`src/rtl/gradient_noise_3d_unit_defines.svh`:
```
// ----------------------------------------------------------------------------
// gradient_noise_3d_unit_defines.svh
// Assertion macros for the gradient noise unit. Empty when SYNTH is set.
// ----------------------------------------------------------------------------
`ifndef GRADIENT_NOISE_3D_UNIT_DEFINES_SVH
`define GRADIENT_NOISE_3D_UNIT_DEFINES_SVH

`ifndef SYNTH
// same-cycle implication
`define GN3D_ASSERT_IMPL(lbl, clk, rst_n, ante, cons) \
	lbl: assert property (@(posedge clk) disable iff (!rst_n) (ante) |-> (cons)) \
		else $error("gn3d assertion failed");
// next-cycle implication
`define GN3D_ASSERT_NEXT(lbl, clk, rst_n, ante, cons) \
	lbl: assert property (@(posedge clk) disable iff (!rst_n) (ante) |=> (cons)) \
		else $error("gn3d assertion failed");
`else
`define GN3D_ASSERT_IMPL(lbl, clk, rst_n, ante, cons)
`define GN3D_ASSERT_NEXT(lbl, clk, rst_n, ante, cons)
`endif

`endif

```
`src/rtl/gn3d_pkg.sv`:
```
`timescale 1ns / 1ps
// ----------------------------------------------------------------------------
// gn3d_pkg
// Shared widths, types and opcodes of the 3D gradient noise unit.
// ----------------------------------------------------------------------------
package gn3d_pkg;

	localparam int FRAC_BITS  = 16;
	localparam int IDX_W      = 8;
	localparam int TABLE_SIZE = 1 << IDX_W;
	localparam int COORD_W    = 24;
	localparam int ONE        = 1 << FRAC_BITS;
	localparam int FADE_W     = FRAC_BITS + 1;
	localparam int Q_W        = FRAC_BITS + 4;
	localparam int GRAD_W     = FRAC_BITS + 3;
	localparam int LERP_W     = FRAC_BITS + 4;
	localparam int PROD_W     = FADE_W + 1 + LERP_W;
	localparam int HGT_W      = 5;

	typedef logic [IDX_W-1:0]          idx_t;
	typedef logic [FRAC_BITS-1:0]      frac_t;
	typedef logic [FADE_W-1:0]         fade_t;
	typedef logic signed [GRAD_W-1:0]  grad_t;
	typedef logic signed [LERP_W-1:0]  lerp_t;
	typedef logic signed [PROD_W-1:0]  prod_t;

	localparam logic OP_LOAD = 1'b0;
	localparam logic OP_EVAL = 1'b1;

endpackage

```
`src/rtl/gn3d_fade.sv`:
```
`timescale 1ns / 1ps
// ----------------------------------------------------------------------------
// gn3d_fade
// Three-stage fade curve 6t^5-15t^4+10t^3 in fixed point, one value per cycle.
// ----------------------------------------------------------------------------
module gn3d_fade import gn3d_pkg::*; (
	input  logic  clk,
	input  frac_t t,
	output fade_t fade_s4
);

	logic [2*FRAC_BITS-1:0]      sq;
	logic [2*FRAC_BITS-1:0]      cube;
	logic [Q_W:0]                q_sum;
	logic [FRAC_BITS+Q_W-1:0]    prod;
	frac_t                       t_s2;
	frac_t                       t2_s2;
	frac_t                       t3_s3;
	logic [Q_W-1:0]              q_s3;

	// t^2, t^3 and the quadratic factor
	always_comb begin
		sq    = t * t;
		cube  = t2_s2 * t_s2;
		q_sum = (Q_W+1)'(t2_s2) * (Q_W+1)'(6) + (Q_W+1)'(10 * ONE)
			- (Q_W+1)'(t_s2) * (Q_W+1)'(15);
		prod  = t3_s3 * q_s3;
	end

	always_ff @(posedge clk) begin
		t_s2    <= t;
		t2_s2   <= sq[FRAC_BITS +: FRAC_BITS];
		t3_s3   <= cube[FRAC_BITS +: FRAC_BITS];
		q_s3    <= q_sum[Q_W-1:0];
		fade_s4 <= prod[FRAC_BITS +: FADE_W];
	end

endmodule

```
`config.mk`:
```
export PLATFORM = sky130hd
export DESIGN_NAME = gn3d_fade
export DESIGN_NICKNAME = d
export VERILOG_FILES = /design/src/rtl/gradient_noise_3d_unit_defines.svh /design/src/rtl/gn3d_pkg.sv /design/src/rtl/gn3d_fade.sv
export SDC_FILE = /design/constraint.sdc
export NUM_CORES = 2
export LEC_CHECK = 0
export BUFFER_PORTS_ARGS = -buffer_cell sky130_fd_sc_hd__buf_4
export CAP_MARGIN = 20
export CORE_ASPECT_RATIO = 0.75
export CORE_MARGIN = 2
export CORE_UTILIZATION = 23
export DETAILED_ROUTE_END_ITERATION = 7
export PLACE_DENSITY_LB_ADDON = 0.15
export SYNTH_ARGS = -nofsm -noshare
export SYNTH_HDL_FRONTEND = slang
export SYNTH_SLANG_ARGS = --single-unit
```
`constraint.sdc`:
```
create_clock -name clk -period 5.98 [get_ports clk]
set_input_delay 0.299 -clock clk [delete_from_list [all_inputs] [get_ports clk]]
set_output_delay 0.299 -clock clk [all_outputs]
set_load 0.01 [all_outputs]
```
==> qor.txt <==
Rel. slew slack -> 0.629
Layout cell share with drive strength beyond 1 -> 0.171
First-pass GRT wire length -> 130000 um
Sequence of cells on the critical path -> buf_6 > and2_1 > fa_1 > inv_1 > fa_1 > fa_1 > inv_1 > fa_2 > fa_1 > inv_1 > fa_1 > inv_2 > ha_4 > and4_4 > o2111ai_1 > a211o_2 > a21boi_4 > a221oi_4 > buf_12 > buf_4 > o21bai_4 > a31oi_2 > xnor2_1
Worst skew pair latency -> 0.41 ns
CP most frequent cell -> fa_1
FMAX -> 168 MHz
First-pass DRT Iterations -> 5
Grt total ovfl -> 0
Starting DRT DRC Count -> 780
Max-cap violations -> 0
Met3 WL post-DR -> 1220 um
Minimum clock period -> 5.94 ns
Cell taking the most area after synthesis -> fa_1
Fin crit share -> 0.994
I/O pin cnt -> 34
Synthesized Nets -> 4161
Layout area overhead -> 21.3%
Yosys reg bits -> 85
Startpoint types -> flop
Filler cell count -> 13400
Largest net degree at the start of global routing -> 20
Cts bufs inserted -> 9
Top_reg_cell synth -> dfxtp_1
Wire length per cell -> 15.2 um
Cell Area, Synth -> 29000 um2
RSZ-0062 raised after global routing -> yes
DR WL met2 -> 30400 um
CTS tree -> done
Post-synthesis sequential area ratio -> 0.0587
Final hold violation count -> 0
Routed vias -> 20300
CP arrival -> 6.25 ns
Final slew viol count -> 0
CP max-delay cell -> fa_1
Hold-fix buffers, CTS -> 0
Worst Hold Class -> input port to flop
EDFF count, synth -> 0
Met1 WL -> 45600 um
Avg Inst Size Synth -> 9.20 um2
Placed wire-length estimate -> 67700 um
Vias per std cell -> 3.97
Synth area leaders -> fa_1 45%, ha_1 15%, inv_1 10%
Area of the die -> 129000 um2
Outcome -> finished clean
Initial antenna violation count -> 1
Die Width -> 414 um
Commonest non-fill, non-tap cell in the layout -> inv_1
Initial core utilization -> 0.232
Mapped Cells -> 3149
H-tree levels -> 3
Highest metal used -> met4
Clock Skews -> 0.0161 ns
Asr flop ratio synth -> 0
Top Family by Delay on Critical Path -> adder cells
Number of clock sinks -> 85
Vias in the first global route -> 22500
Drt drc -> 0
Post-Place Worst Slack -> -0.412 ns
Core ar. -> 125000 um2
Crit. End Element -> flop
Req. time, crit path -> 6.29 ns
Unique cell type count in the Yosys netlist -> 64
Tot GR Track Use -> 0.128
DRT Wirelength -> 77800 um
Chip height -> 311 um
Share of the synthesized area in the top cell type -> 0.448
Worst slew pin tran -> 0.551 ns
YS warnings -> 0
Placement Rows -> 112
Most frequent cells in the layout -> 780 x inv_1, 624 x fa_1, 389 x nand2_1
Clock transition at the register clock pins on the worst setup and hold paths after CTS -> 0.08 ns
Top fanout value on the critical path -> 7
CTS max path bufs -> 2
GP Congestion -> 0.782
Max incr delay on CP -> 0.53 ns
ANT nets after route -> 0
Port buffer count -> 33
Post-layout nets -> 4473
Util after Layout -> 0.282
Critical path class -> flop to flop
Final worst slack -> 0.0361 ns
Ant diodes -> 0
Final setup violation count -> 0
Clock root buffer -> clkbuf_16
Buffer and inverter count on the worst path -> 7
## layer usage
metal	up-vias	GRT usage
li1	9966	-
met1	10200	0.214
met2	133	0.178
met3	18	0.0100
met4	0	0.0185
met5	-	0
## logic make-up after synthesis
family / count (synthesis) / share of synthesized area
adder cells (fa/ha/maj): 995 / 0.598
AND/OR/NAND/NOR: 858 / 0.147
buffers and inverters: 896 / 0.116
flip-flops: 85 / 0.0587
AO/OA/AOI/OAI: 223 / 0.0530
XOR/XNOR: 90 / 0.0272
multiplexers: 2 / 0.000734
## registers in the layout, summed over array words and instances, names as in the netlist
| signal | flops |
|---|---|
| q_s3 | 20 |
| t2_s2 | 16 |
| t3_s3 | 16 |
| fade_s4 | 17 |
| t_s2 | 16 |
## worst paths after layout
check | startpoint | to | slack, ns | cells past startpoint
setup / recovery | t3_s3[5]$_DFF_P_ | fade_s4[13]$_DFF_P_ | 0.04 | 23
hold / removal | t[8] | t_s2[8]$_DFF_P_ | 0.26 | 2
setup reg to reg | t3_s3[5]$_DFF_P_ | fade_s4[13]$_DFF_P_ | 0.04 | 23
hold reg to reg | t_s2[0]$_DFF_P_ | q_s3[0]$_DFF_P_ | 0.70 | 1
## Yosys cell counts (3+ instances only)
cell / number
fa_1: 649
o211ai_1: 6
o31ai_1: 5
a31oi_1: 6
a211oi_1: 11
and4_1: 5
and3_1: 14
or4_1: 4
and2_1: 315
nand2b_1: 9
nor4_1: 4
nor2_1: 53
nand4_1: 10
o2111ai_1: 3
a21o_1: 33
nand2_1: 392
a211o_1: 4
nand3_1: 13
o21bai_1: 10
inv_1: 796
xnor2_1: 63
xor2_1: 27
nor2b_1: 12
o21a_1: 18
or2_2: 4
o21ai_0: 37
ha_1: 346
dfxtp_1: 85
a21oi_1: 60
nor3_1: 14
a2111oi_0: 3
clkbuf_1: 98
## stage by stage
stage                     instance area (um2)  cells  hold slack, ns  setup TNS (ns)
after CTS                               34500   5097           0.204          -0.166
after floorplan                         29000   3149           0.327               0
after global placement                  33800   5072           0.649           -3.08
after detailed placement                33800   5072           0.660           -4.12
final                                   35100   5119           0.255               0
after global routing                    35100   5119           0.227           -2.61
## cell type report
cell class	instances	area, um2	area share
Inverter	796	2990	0.0850
Multi-Input combinational cell	2168	24500	0.697
Clock buffer	9	225	0.00641
Tap cell	1653	2070	0.0588
Clock inverter	7	88.8	0.00253
Timing Repair Buffer	401	3470	0.0987
Sequential cell	85	1810	0.0514
## timing repair
action | 4_1_cts | 5_1_grt
setup buffers | 12 | 28
endpoints found under the setup margin | 18 | 30
gates resized for setup | 97 | 132
pin swaps | 45 | 76
Power is left out: the tool's default activity adds up to more than one toggle a clock period on the data nets, which glitch-free logic cannot reach.
